`src/teq_pkg.sv`:
```
// shared types, codes and constants of the timed event queue
package teq_pkg;

	localparam int DEF_QUEUE_DEPTH = 16;

	// request codes
	localparam logic [1:0] FUNC_INSERT     = 2'd0;
	localparam logic [1:0] FUNC_POLL       = 2'd1;
	localparam logic [1:0] FUNC_WAKE_POST  = 2'd2;
	localparam logic [1:0] FUNC_WAKE_CLEAR = 2'd3;

	// status codes
	localparam logic [1:0] ST_OK      = 2'd0;
	localparam logic [1:0] ST_INVALID = 2'd1;
	localparam logic [1:0] ST_FULL    = 2'd2;

	// stored event kinds
	localparam logic [1:0] EV_READY    = 2'd0;
	localparam logic [1:0] EV_IO_DONE  = 2'd1;
	localparam logic [1:0] EV_CALLBACK = 2'd2;
	localparam logic [1:0] EV_BAD      = 2'd3;

	// result kinds
	localparam logic [2:0] RK_NONE     = 3'd0;
	localparam logic [2:0] RK_WAKEUP   = 3'd1;
	localparam logic [2:0] RK_EV_BASE  = 3'd2;

	// most caller slots one poll may fill
	localparam logic [5:0] MAX_SLOTS = 6'd32;

	typedef struct packed {
		logic [62:0] due;
		logic [1:0]  kind;
		logic [31:0] tag;
		logic [31:0] value;
	} entry_t;

	typedef struct packed {
		logic [2:0]  kind;
		logic [31:0] tag;
		logic [31:0] value;
	} res_t;

	// controller to datapath
	typedef struct packed {
		logic load;
		logic decode;
		logic ins_step;
		logic ins_final;
		logic poll_step;
		logic poll_final;
		logic out_single;
		logic out_wake;
		logic out_res;
	} cmd_t;

	// datapath to controller
	typedef struct packed {
		logic [1:0] func;
		logic       dec_ok;
		logic       scan_done;
		logic       wk_res;
		logic       res_none;
		logic       res_last;
	} sts_t;

endpackage

```
`src/timed_event_queue_core.sv`:
```
// top level of the timed event queue: controller plus datapath
//
// channel   direction  handshake                    payload
// request   in         start && !busy accepts       func, due_time, event_kind, event_tag,
//                                                   event_value, swizzle_coin, now_time,
//                                                   max_events
// result    out        strobe, one cycle each       status, result_kind, result_tag,
//                                                   result_value, last, next_due
//
// insert reads and then processes each of the n stored entries, then writes the new one
// poll reads and processes each stored entry to scan and compact, then gives the wakeup
// if one was posted and then each delivered event, or an empty result if there are neither
// wakeup post and clear decode and then report; each result is registered onto the ports
// arst_n clears count, wakeup flag and state; entry storage is not cleared
// the receiver cannot stall; every transaction is seen on strobe as it is shown
module timed_event_queue_core import teq_pkg::*; #(
	parameter int QUEUE_DEPTH = DEF_QUEUE_DEPTH
) (
	input  logic               clk,
	input  logic               arst_n,
	input  logic               start,
	output logic               busy,
	input  logic [1:0]         func,
	input  logic [62:0]        due_time,
	input  logic [1:0]         event_kind,
	input  logic [31:0]        event_tag,
	input  logic signed [31:0] event_value,
	input  logic               swizzle_coin,
	input  logic [62:0]        now_time,
	input  logic [5:0]         max_events,
	output logic               strobe,
	output logic [1:0]         status,
	output logic [2:0]         result_kind,
	output logic [31:0]        result_tag,
	output logic signed [31:0] result_value,
	output logic               last,
	output logic signed [63:0] next_due
);

	cmd_t cmd;
	sts_t sts;

	// sequencing
	teq_ctrl u_ctrl (
		.clk    (clk),
		.arst_n (arst_n),
		.start  (start),
		.busy   (busy),
		.sts    (sts),
		.cmd    (cmd)
	);

	// storage and result path
	teq_dp #(
		.QUEUE_DEPTH (QUEUE_DEPTH)
	) u_dp (
		.clk          (clk),
		.arst_n       (arst_n),
		.cmd          (cmd),
		.sts          (sts),
		.func         (func),
		.due_time     (due_time),
		.event_kind   (event_kind),
		.event_tag    (event_tag),
		.event_value  (event_value),
		.swizzle_coin (swizzle_coin),
		.now_time     (now_time),
		.max_events   (max_events),
		.strobe       (strobe),
		.status       (status),
		.result_kind  (result_kind),
		.result_tag   (result_tag),
		.result_value (result_value),
		.last         (last),
		.next_due     (next_due)
	);

endmodule

```
`src/teq_dp.sv`:
```
// datapath of the timed event queue: entry memory, result buffer, output registers
module teq_dp import teq_pkg::*; #(
	parameter int QUEUE_DEPTH = DEF_QUEUE_DEPTH
) (
	input  logic               clk,
	input  logic               arst_n,
	input  cmd_t               cmd,
	output sts_t               sts,
	input  logic [1:0]         func,
	input  logic [62:0]        due_time,
	input  logic [1:0]         event_kind,
	input  logic [31:0]        event_tag,
	input  logic signed [31:0] event_value,
	input  logic               swizzle_coin,
	input  logic [62:0]        now_time,
	input  logic [5:0]         max_events,
	output logic               strobe,
	output logic [1:0]         status,
	output logic [2:0]         result_kind,
	output logic [31:0]        result_tag,
	output logic signed [31:0] result_value,
	output logic               last,
	output logic signed [63:0] next_due
);

	localparam int AW = (QUEUE_DEPTH > 1) ? $clog2(QUEUE_DEPTH) : 1;
	localparam int CW = $clog2(QUEUE_DEPTH + 1);
	localparam logic [CW-1:0] DEPTH_C = CW'(QUEUE_DEPTH);

	// latched request
	logic [1:0]  func_q;
	logic [62:0] due_q;
	logic [1:0]  kind_q;
	logic [31:0] tag_q;
	logic [31:0] val_q;
	logic        coin_q;
	logic [62:0] now_q;
	logic [5:0]  maxev_q;

	// queue state
	entry_t      ent_mem [QUEUE_DEPTH];
	entry_t      ent_rd_q;
	res_t        res_mem [QUEUE_DEPTH];
	res_t        res_rd_q;
	logic [CW-1:0] count_q;
	logic          wake_q;
	logic [63:0]   nd_q;

	// scan state
	logic [CW-1:0] idx_q;
	logic [CW-1:0] w_q;
	logic [CW-1:0] rc_q;
	logic [CW-1:0] k_q;
	logic [5:0]    used_q;
	logic          ins_on_q;
	logic          wk_res_q;
	logic          any_q;
	logic [62:0]   min_q;
	entry_t        carry_q;
	logic [1:0]    st_q;

	// output registers
	logic          strobe_q;
	logic [1:0]    status_q;
	logic [2:0]    rkind_q;
	logic [31:0]   rtag_q;
	logic [31:0]   rval_q;
	logic          last_q;
	logic [63:0]   rnd_q;

	logic          dec_ok;
	logic [1:0]    dec_st;
	logic          gt;
	logic          take;
	logic          ent_we;
	logic [AW-1:0] ent_waddr;
	entry_t        ent_wdata;
	entry_t        new_ent;

	assign new_ent = '{due: due_q, kind: kind_q, tag: tag_q, value: val_q};
	assign gt      = ent_rd_q.due > due_q;
	assign take    = (ent_rd_q.due <= now_q) && (used_q < maxev_q);

	// request check
	always_comb begin
		dec_ok = 1'b1;
		dec_st = ST_OK;
		case (func_q)
			FUNC_INSERT: begin
				if (kind_q == EV_BAD) begin
					dec_ok = 1'b0;
					dec_st = ST_INVALID;
				end else if (count_q == DEPTH_C) begin
					dec_ok = 1'b0;
					dec_st = ST_FULL;
				end
			end
			FUNC_POLL: begin
				if (maxev_q == 6'd0) begin
					dec_ok = 1'b0;
					dec_st = ST_INVALID;
				end
			end
			default: begin
				dec_ok = 1'b1;
				dec_st = ST_OK;
			end
		endcase
	end

	// entry memory write select
	always_comb begin
		ent_we    = 1'b0;
		ent_waddr = idx_q[AW-1:0];
		ent_wdata = carry_q;
		if (cmd.ins_step && (ins_on_q || (gt && !coin_q))) begin
			ent_we = 1'b1;
		end else if (cmd.ins_final) begin
			ent_we    = 1'b1;
			ent_waddr = count_q[AW-1:0];
		end else if (cmd.poll_step && !take) begin
			ent_we    = 1'b1;
			ent_waddr = w_q[AW-1:0];
			ent_wdata = ent_rd_q;
		end
	end

	// memories
	always_ff @(posedge clk) begin
		if (ent_we)
			ent_mem[ent_waddr] <= ent_wdata;
		ent_rd_q <= ent_mem[idx_q[AW-1:0]];
		if (cmd.poll_step && take)
			res_mem[rc_q[AW-1:0]] <= '{kind: {1'b0, ent_rd_q.kind} + RK_EV_BASE,
				tag: ent_rd_q.tag, value: ent_rd_q.value};
		res_rd_q <= res_mem[k_q[AW-1:0]];
	end

	// request latch
	always_ff @(posedge clk) begin
		if (cmd.load) begin
			func_q  <= func;
			due_q   <= due_time;
			kind_q  <= event_kind;
			tag_q   <= event_tag;
			val_q   <= event_value;
			coin_q  <= swizzle_coin;
			now_q   <= now_time;
			maxev_q <= (max_events > MAX_SLOTS) ? MAX_SLOTS : max_events;
		end
	end

	// scan bookkeeping
	always_ff @(posedge clk) begin
		if (cmd.decode) begin
			st_q     <= dec_st;
			idx_q    <= '0;
			w_q      <= '0;
			k_q      <= '0;
			ins_on_q <= 1'b0;
			carry_q  <= new_ent;
			any_q    <= 1'b0;
		end
		if (cmd.ins_step) begin
			idx_q <= idx_q + 1'b1;
			if (ins_on_q || (gt && !coin_q)) begin
				carry_q  <= ent_rd_q;
				ins_on_q <= 1'b1;
			end else if (gt) begin
				ins_on_q <= 1'b1;
			end
		end
		if (cmd.poll_step) begin
			idx_q <= idx_q + 1'b1;
			if (!take) begin
				w_q <= w_q + 1'b1;
				if (!any_q || ent_rd_q.due < min_q) begin
					min_q <= ent_rd_q.due;
					any_q <= 1'b1;
				end
			end
		end
		if (cmd.out_res)
			k_q <= k_q + 1'b1;
	end

	// control state
	always_ff @(posedge clk or negedge arst_n) begin
		if (!arst_n) begin
			count_q  <= '0;
			wake_q   <= 1'b0;
			nd_q     <= '1;
			rc_q     <= '0;
			used_q   <= '0;
			wk_res_q <= 1'b0;
		end else begin
			if (cmd.decode) begin
				rc_q     <= '0;
				used_q   <= '0;
				wk_res_q <= 1'b0;
				if (func_q == FUNC_WAKE_POST)
					wake_q <= 1'b1;
				else if (func_q == FUNC_WAKE_CLEAR)
					wake_q <= 1'b0;
				else if (func_q == FUNC_POLL && dec_ok) begin
					wk_res_q <= wake_q;
					used_q   <= {5'b0, wake_q};
					wake_q   <= 1'b0;
				end
			end
			if (cmd.poll_step && take) begin
				rc_q <= rc_q + 1'b1;
				if (ent_rd_q.kind != EV_CALLBACK)
					used_q <= used_q + 6'd1;
			end
			if (cmd.ins_final) begin
				count_q <= count_q + 1'b1;
				if (nd_q[63] || ({1'b0, due_q} < nd_q))
					nd_q <= {1'b0, due_q};
			end
			if (cmd.poll_final) begin
				count_q <= w_q;
				nd_q    <= any_q ? {1'b0, min_q} : '1;
			end
		end
	end

	// result strobe
	always_ff @(posedge clk or negedge arst_n) begin
		if (!arst_n)
			strobe_q <= 1'b0;
		else
			strobe_q <= cmd.out_single || cmd.out_wake || cmd.out_res;
	end

	// result payload
	always_ff @(posedge clk) begin
		if (cmd.out_single || cmd.out_wake || cmd.out_res) begin
			status_q <= st_q;
			rnd_q    <= nd_q;
		end
		if (cmd.out_single) begin
			rkind_q <= RK_NONE;
			rtag_q  <= '0;
			rval_q  <= '0;
			last_q  <= 1'b1;
		end else if (cmd.out_wake) begin
			rkind_q <= RK_WAKEUP;
			rtag_q  <= '0;
			rval_q  <= '0;
			last_q  <= (rc_q == '0);
		end else if (cmd.out_res) begin
			rkind_q <= res_rd_q.kind;
			rtag_q  <= res_rd_q.tag;
			rval_q  <= res_rd_q.value;
			last_q  <= (k_q + 1'b1 == rc_q);
		end
	end

	assign sts.func      = func_q;
	assign sts.dec_ok    = dec_ok;
	assign sts.scan_done = (idx_q == count_q);
	assign sts.wk_res    = wk_res_q;
	assign sts.res_none  = (rc_q == '0);
	assign sts.res_last  = (k_q + 1'b1 == rc_q);

	assign strobe       = strobe_q;
	assign status       = status_q;
	assign result_kind  = rkind_q;
	assign result_tag   = rtag_q;
	assign result_value = rval_q;
	assign last         = last_q;
	assign next_due     = rnd_q;

`ifndef ASSERT_OFF
	a_count_bound: assert property (@(posedge clk) disable iff (!arst_n)
		count_q <= DEPTH_C) else $error("entry count above depth");
	a_compact_safe: assert property (@(posedge clk) disable iff (!arst_n)
		cmd.poll_step |-> w_q <= idx_q) else $error("compaction write overtakes read");
	a_slots_bound: assert property (@(posedge clk) disable iff (!arst_n)
		cmd.poll_step |-> used_q <= maxev_q) else $error("poll used too many slots");
	a_last_gap: assert property (@(posedge clk) disable iff (!arst_n)
		strobe_q && last_q |=> !strobe_q) else $error("result right after last");
`endif

endmodule

```
`src/teq_ctrl.sv`:
```
// controller state machine of the timed event queue
module teq_ctrl import teq_pkg::*; (
	input  logic clk,
	input  logic arst_n,
	input  logic start,
	output logic busy,
	input  sts_t sts,
	output cmd_t cmd
);

	localparam logic [3:0] S_IDLE   = 4'd0;
	localparam logic [3:0] S_DEC    = 4'd1;
	localparam logic [3:0] S_INS_RD = 4'd2;
	localparam logic [3:0] S_INS_PR = 4'd3;
	localparam logic [3:0] S_POL_RD = 4'd4;
	localparam logic [3:0] S_POL_PR = 4'd5;
	localparam logic [3:0] S_OUT1   = 4'd6;
	localparam logic [3:0] S_EMW    = 4'd7;
	localparam logic [3:0] S_EMR    = 4'd8;
	localparam logic [3:0] S_EMO    = 4'd9;

	logic [3:0] state_q;
	logic [3:0] state_d;

	// next state and commands
	always_comb begin
		state_d = state_q;
		cmd     = '0;
		case (state_q)
			S_IDLE: begin
				if (start) begin
					cmd.load = 1'b1;
					state_d  = S_DEC;
				end
			end
			S_DEC: begin
				cmd.decode = 1'b1;
				if (sts.dec_ok && sts.func == FUNC_INSERT)
					state_d = S_INS_RD;
				else if (sts.dec_ok && sts.func == FUNC_POLL)
					state_d = S_POL_RD;
				else
					state_d = S_OUT1;
			end
			S_INS_RD: begin
				if (sts.scan_done) begin
					cmd.ins_final = 1'b1;
					state_d       = S_OUT1;
				end else begin
					state_d = S_INS_PR;
				end
			end
			S_INS_PR: begin
				cmd.ins_step = 1'b1;
				state_d      = S_INS_RD;
			end
			S_POL_RD: begin
				if (sts.scan_done) begin
					cmd.poll_final = 1'b1;
					if (sts.wk_res)
						state_d = S_EMW;
					else if (sts.res_none)
						state_d = S_OUT1;
					else
						state_d = S_EMR;
				end else begin
					state_d = S_POL_PR;
				end
			end
			S_POL_PR: begin
				cmd.poll_step = 1'b1;
				state_d       = S_POL_RD;
			end
			S_OUT1: begin
				cmd.out_single = 1'b1;
				state_d        = S_IDLE;
			end
			S_EMW: begin
				cmd.out_wake = 1'b1;
				state_d      = sts.res_none ? S_IDLE : S_EMR;
			end
			S_EMR: begin
				state_d = S_EMO;
			end
			S_EMO: begin
				cmd.out_res = 1'b1;
				state_d     = sts.res_last ? S_IDLE : S_EMR;
			end
			default: begin
				state_d = S_IDLE;
			end
		endcase
	end

	// state register
	always_ff @(posedge clk or negedge arst_n) begin
		if (!arst_n)
			state_q <= S_IDLE;
		else
			state_q <= state_d;
	end

	assign busy = (state_q != S_IDLE);

`ifndef ASSERT_OFF
	a_accept_busy: assert property (@(posedge clk) disable iff (!arst_n)
		start && !busy |=> busy) else $error("accepted transaction without going busy");
	a_one_output: assert property (@(posedge clk) disable iff (!arst_n)
		$countones({cmd.out_single, cmd.out_wake, cmd.out_res}) <= 1)
		else $error("two results in one cycle");
	a_scan_excl: assert property (@(posedge clk) disable iff (!arst_n)
		!(cmd.ins_step && cmd.poll_step)) else $error("insert and poll scan together");
`endif

endmodule

```
`config.mk`:
```
export PLATFORM = sky130hd
export DESIGN_NAME = timed_event_queue_core
export DESIGN_NICKNAME = d
export VERILOG_FILES = /design/src/teq_pkg.sv /design/src/timed_event_queue_core.sv /design/src/teq_dp.sv /design/src/teq_ctrl.sv
export SDC_FILE = /design/constraint.sdc
export NUM_CORES = 2
export LEC_CHECK = 0
export ABC_AREA = 1
export BUFFER_PORTS_ARGS = -buffer_cell sky130_fd_sc_hd__buf_2
export CAP_MARGIN = 25
export CELL_PAD_IN_SITES_DETAIL_PLACEMENT = 0
export CELL_PAD_IN_SITES_GLOBAL_PLACEMENT = 1
export CORE_MARGIN = 1.5
export CORE_UTILIZATION = 42
export CTS_BUF_LIST = sky130_fd_sc_hd__clkbuf_8 sky130_fd_sc_hd__clkbuf_16
export DETAILED_ROUTE_END_ITERATION = 6
export HOLD_SLACK_MARGIN = 0.02
export PLACE_DENSITY = 0.66
export SLEW_MARGIN = 5
export SYNTH_ARGS = -nofsm -noshare
export SYNTH_HDL_FRONTEND = slang
export SYNTH_SLANG_ARGS = --single-unit
```
`constraint.sdc`:
```
create_clock -name clk -period 8.9 [get_ports clk]
set_clock_uncertainty 0.05 [all_clocks]
set_input_delay 1.78 -clock clk [delete_from_list [all_inputs] [get_ports clk]]
set_output_delay 1.78 -clock clk [all_outputs]
set_load 0.005 [all_outputs]
```
==> run metrics <==
status=completed; synth top area cells=edfxtp_1, o21ai_0, dfxtp_1, nor2_1, nand2_1; nets@finish=12900; Initial Utilization=42.2%; setup_tns=0 ns; Total Wirelength=457000 um; vias in the first global route=98100; #FFs+latches synth=3965; # setup viols final=0; gr ovfl total=0; dpl cells=16900; Die H=611 um; Max-slew headroom=15.4%; design area=177000 sq um; GRT Total Usage=23.8%; Num CTS Buffers=415; cts repair resizes=0; Hold Path Class=register to register; Arrival @ worst endpoint=6.52 ns; Post-Syn Area=155000 sq um; ys flop type=edfxtp_1; critical path type=register to register; CP Capture Type=register; CP max FO=99; CTS tree=yes; hpwl dp=251000 um; Mapped Cells=12200; # port buffers=339; max cap viols=0; Post-Syn Nets=12700; LEAKAGE=61.0 nW; Avg WL per Cell=25.8 um; Max Clk Rate=166 MHz; H-tree Lvls=5; final hold vios=0; placed cell areas=163000 sq um; CTS Buffer Depth=4; Vias=101000; initial drt markers=9520; Req. time, crit path=9.42 ns; Setup Buffers After CTS=0; hold buffers post-CTS=0; number of synthesized flops with an enable pin=3478; post-synthesis cell type count=47; Root Buffer=clkbuf_16; via/cell ratio=5.68; core area=369000 sq um; Slew Limit Fails=0; # fillers=32200; Routed Antenna Nets=0; pin count of the biggest net entering global routing=233; RSZ-0062 raised after global routing=no; Post-route DRC=0; area added between synthesis and finish=13.6%; sinks on the clock net=3965; Ports=340; Clock transition at path regs=0.08 ns; first-pass GRT wire length=664000 um; final cycle utilization of the critical path=67.5%; Critical Path Start Type=register; Synth area leader=edfxtp_1; cell area power density=346 nW/um^2; Synth async-reset ratio=2.19%; 1st-pass router iterations=5; Tightest Pin Transition=1.27 ns; yosys warns=0; maximum vdd drop=291 uV; WHS=0.362 ns; initial antenna violation count=31; Min Clock Period, post-route=6.01 ns; GPL Wtd Cong=0.837; DIE WIDTH=611 um; Clk Latency, worst-skew pair=0.96 ns; layout cells sized above 1=10.3%; Synth top area share=67.2%; mean cell area of the mapped netlist=12.7 sq um; area of the die=374000 sq um; final cell count without fillers=17700; Seq/Total Area, Yosys=73.8%; FP Rows=223
report_power, final:
group | internal (mW) | leakage [nW] | total, mW | switching [mW]
Combinational | 4.58 | 18.1 | 17.1 | 12.6
Clock | 10.0 | 7.16 | 17.2 | 7.24
Sequential | 24.8 | 35.7 | 26.8 | 1.96
Total | 39.4 | 61.0 | 61.1 | 21.8
worst max-delay path: stages, from the launching register on:
cell and delay (ns):
dfxtp_1 0.37, ha_1 0.33, nand2_1 0.08, nor2_1 0.13
nand4_1 0.29, nor2_1 0.19, nand3_1 0.32, nor2_1 0.20
nand2_1 0.08, nand2_1 0.08, nand2_1 0.08, nand2_2 0.33
nand2_8 0.42, nand3_1 0.43, nand3_1 0.37, nor2_4 0.85
buf_12 0.47
logic make-up after synthesis:
| logic type | count (synthesis) | synth area share (%) |
|---|---|---|
| flops | 3965 | 73.8 |
| compound gates | 3397 | 12.5 |
| simple gates | 3317 | 8.25 |
| buf+inv | 1234 | 3.11 |
| fa+ha+maj | 265 | 2.13 |
| mux | 17 | 0.109 |
| xor+xnor | 15 | 0.0845 |
Yosys cell counts (22+ instances only):
cell      instances
ha_1            265
inv_1           429
o211ai_1        166
edfxtp_1       3478
nand4_1          22
a22oi_1          85
dfxtp_1         400
o22ai_1         629
a21oi_1         234
a31oi_1          68
dfstp_2          64
o221ai_1        232
nor2_1         1942
buf_1            48
o21ai_0        1944
buf_2           118
clkbuf_1        618
nand2_1        1136
nand3_1         180
dfrtp_1          23
final cells by class:
class	count	area, sq um	share of cell area, %
Tap cell	4950	6190	3.51
Clock inverter	306	2340	1.32
Clock buffer	472	11300	6.40
Multi-Input combinational cell	7011	36200	20.5
Inverter	438	1690	0.959
Sequential cell	3965	115000	65.0
Timing Repair Buffer	581	4090	2.32
Antenna cell	6	15.0	0.00850
final timing paths:
| path | startpoint | cells past startpoint | slack, ns | endpoint |
|---|---|---|---|---|
| setup / recovery | u_dp.ent_rd_q[108] | 16 | 2.89 | u_dp.ent_mem[9][107] |
| hold / removal | u_dp.st_q[0] | 0 | 0.36 | u_dp.status[0] |
| setup reg to reg | u_dp.ent_rd_q[108] | 16 | 2.89 | u_dp.ent_mem[9][107] |
| hold reg to reg | u_dp.st_q[0] | 0 | 0.36 | u_dp.status[0] |
| max in group asynchronous | arst_n | 2 | 6.85 | u_dp.nd_q[28] |
| min in group asynchronous | arst_n | 1 | 0.77 | u_dp.strobe |
cells in the final DEF, fill, tap and decap left out, types with 234 or more instances in the layout:
cell | Yosys | final
buf_2 | 118 | 339
edfxtp_1 | 3478 | 3478
clkbuf_16 | 0 | 429
o22ai_1 | 629 | 629
nor2_1 | 1942 | 1908
inv_1 | 429 | 533
ha_1 | 265 | 265
a21oi_1 | 234 | 234
o21ai_0 | 1944 | 1939
nand2_1 | 1136 | 1133
dfxtp_1 | 400 | 400
state kept, by name, indices dropped and copies added (netlist names), 63 cells and up:
name,flops
u_dp.next_due,64
u_dp.carry_q,129
u_dp.ent_rd_q,129
u_dp.due_q,63
u_dp.now_q,63
u_dp.ent_mem,2064
u_dp.nd_q,64
u_dp.res_mem,1072
u_dp.res_rd_q,67
u_dp.min_q,63
routing by layer:
layer,share of wire [%],global-route usage (%),vias to the layer above
li1,-,-,45300
met1,43,32.9,51300
met2,48,39.3,3479
met3,6.5,3.12,673
met4,2.8,6.62,10
met5,0.013,0,-
stage by stage:
step	utilization, %	setup slack, ns	power, mW
floorplan	-	0.932	36.6
global placement	44.1	3.20	43.7
detailed placement	44.1	3.06	44.1
CTS	47.8	3.08	61.3
global route	47.9	2.65	64.0
finish	47.9	2.89	61.1
(Power assumes the default switching activity.)
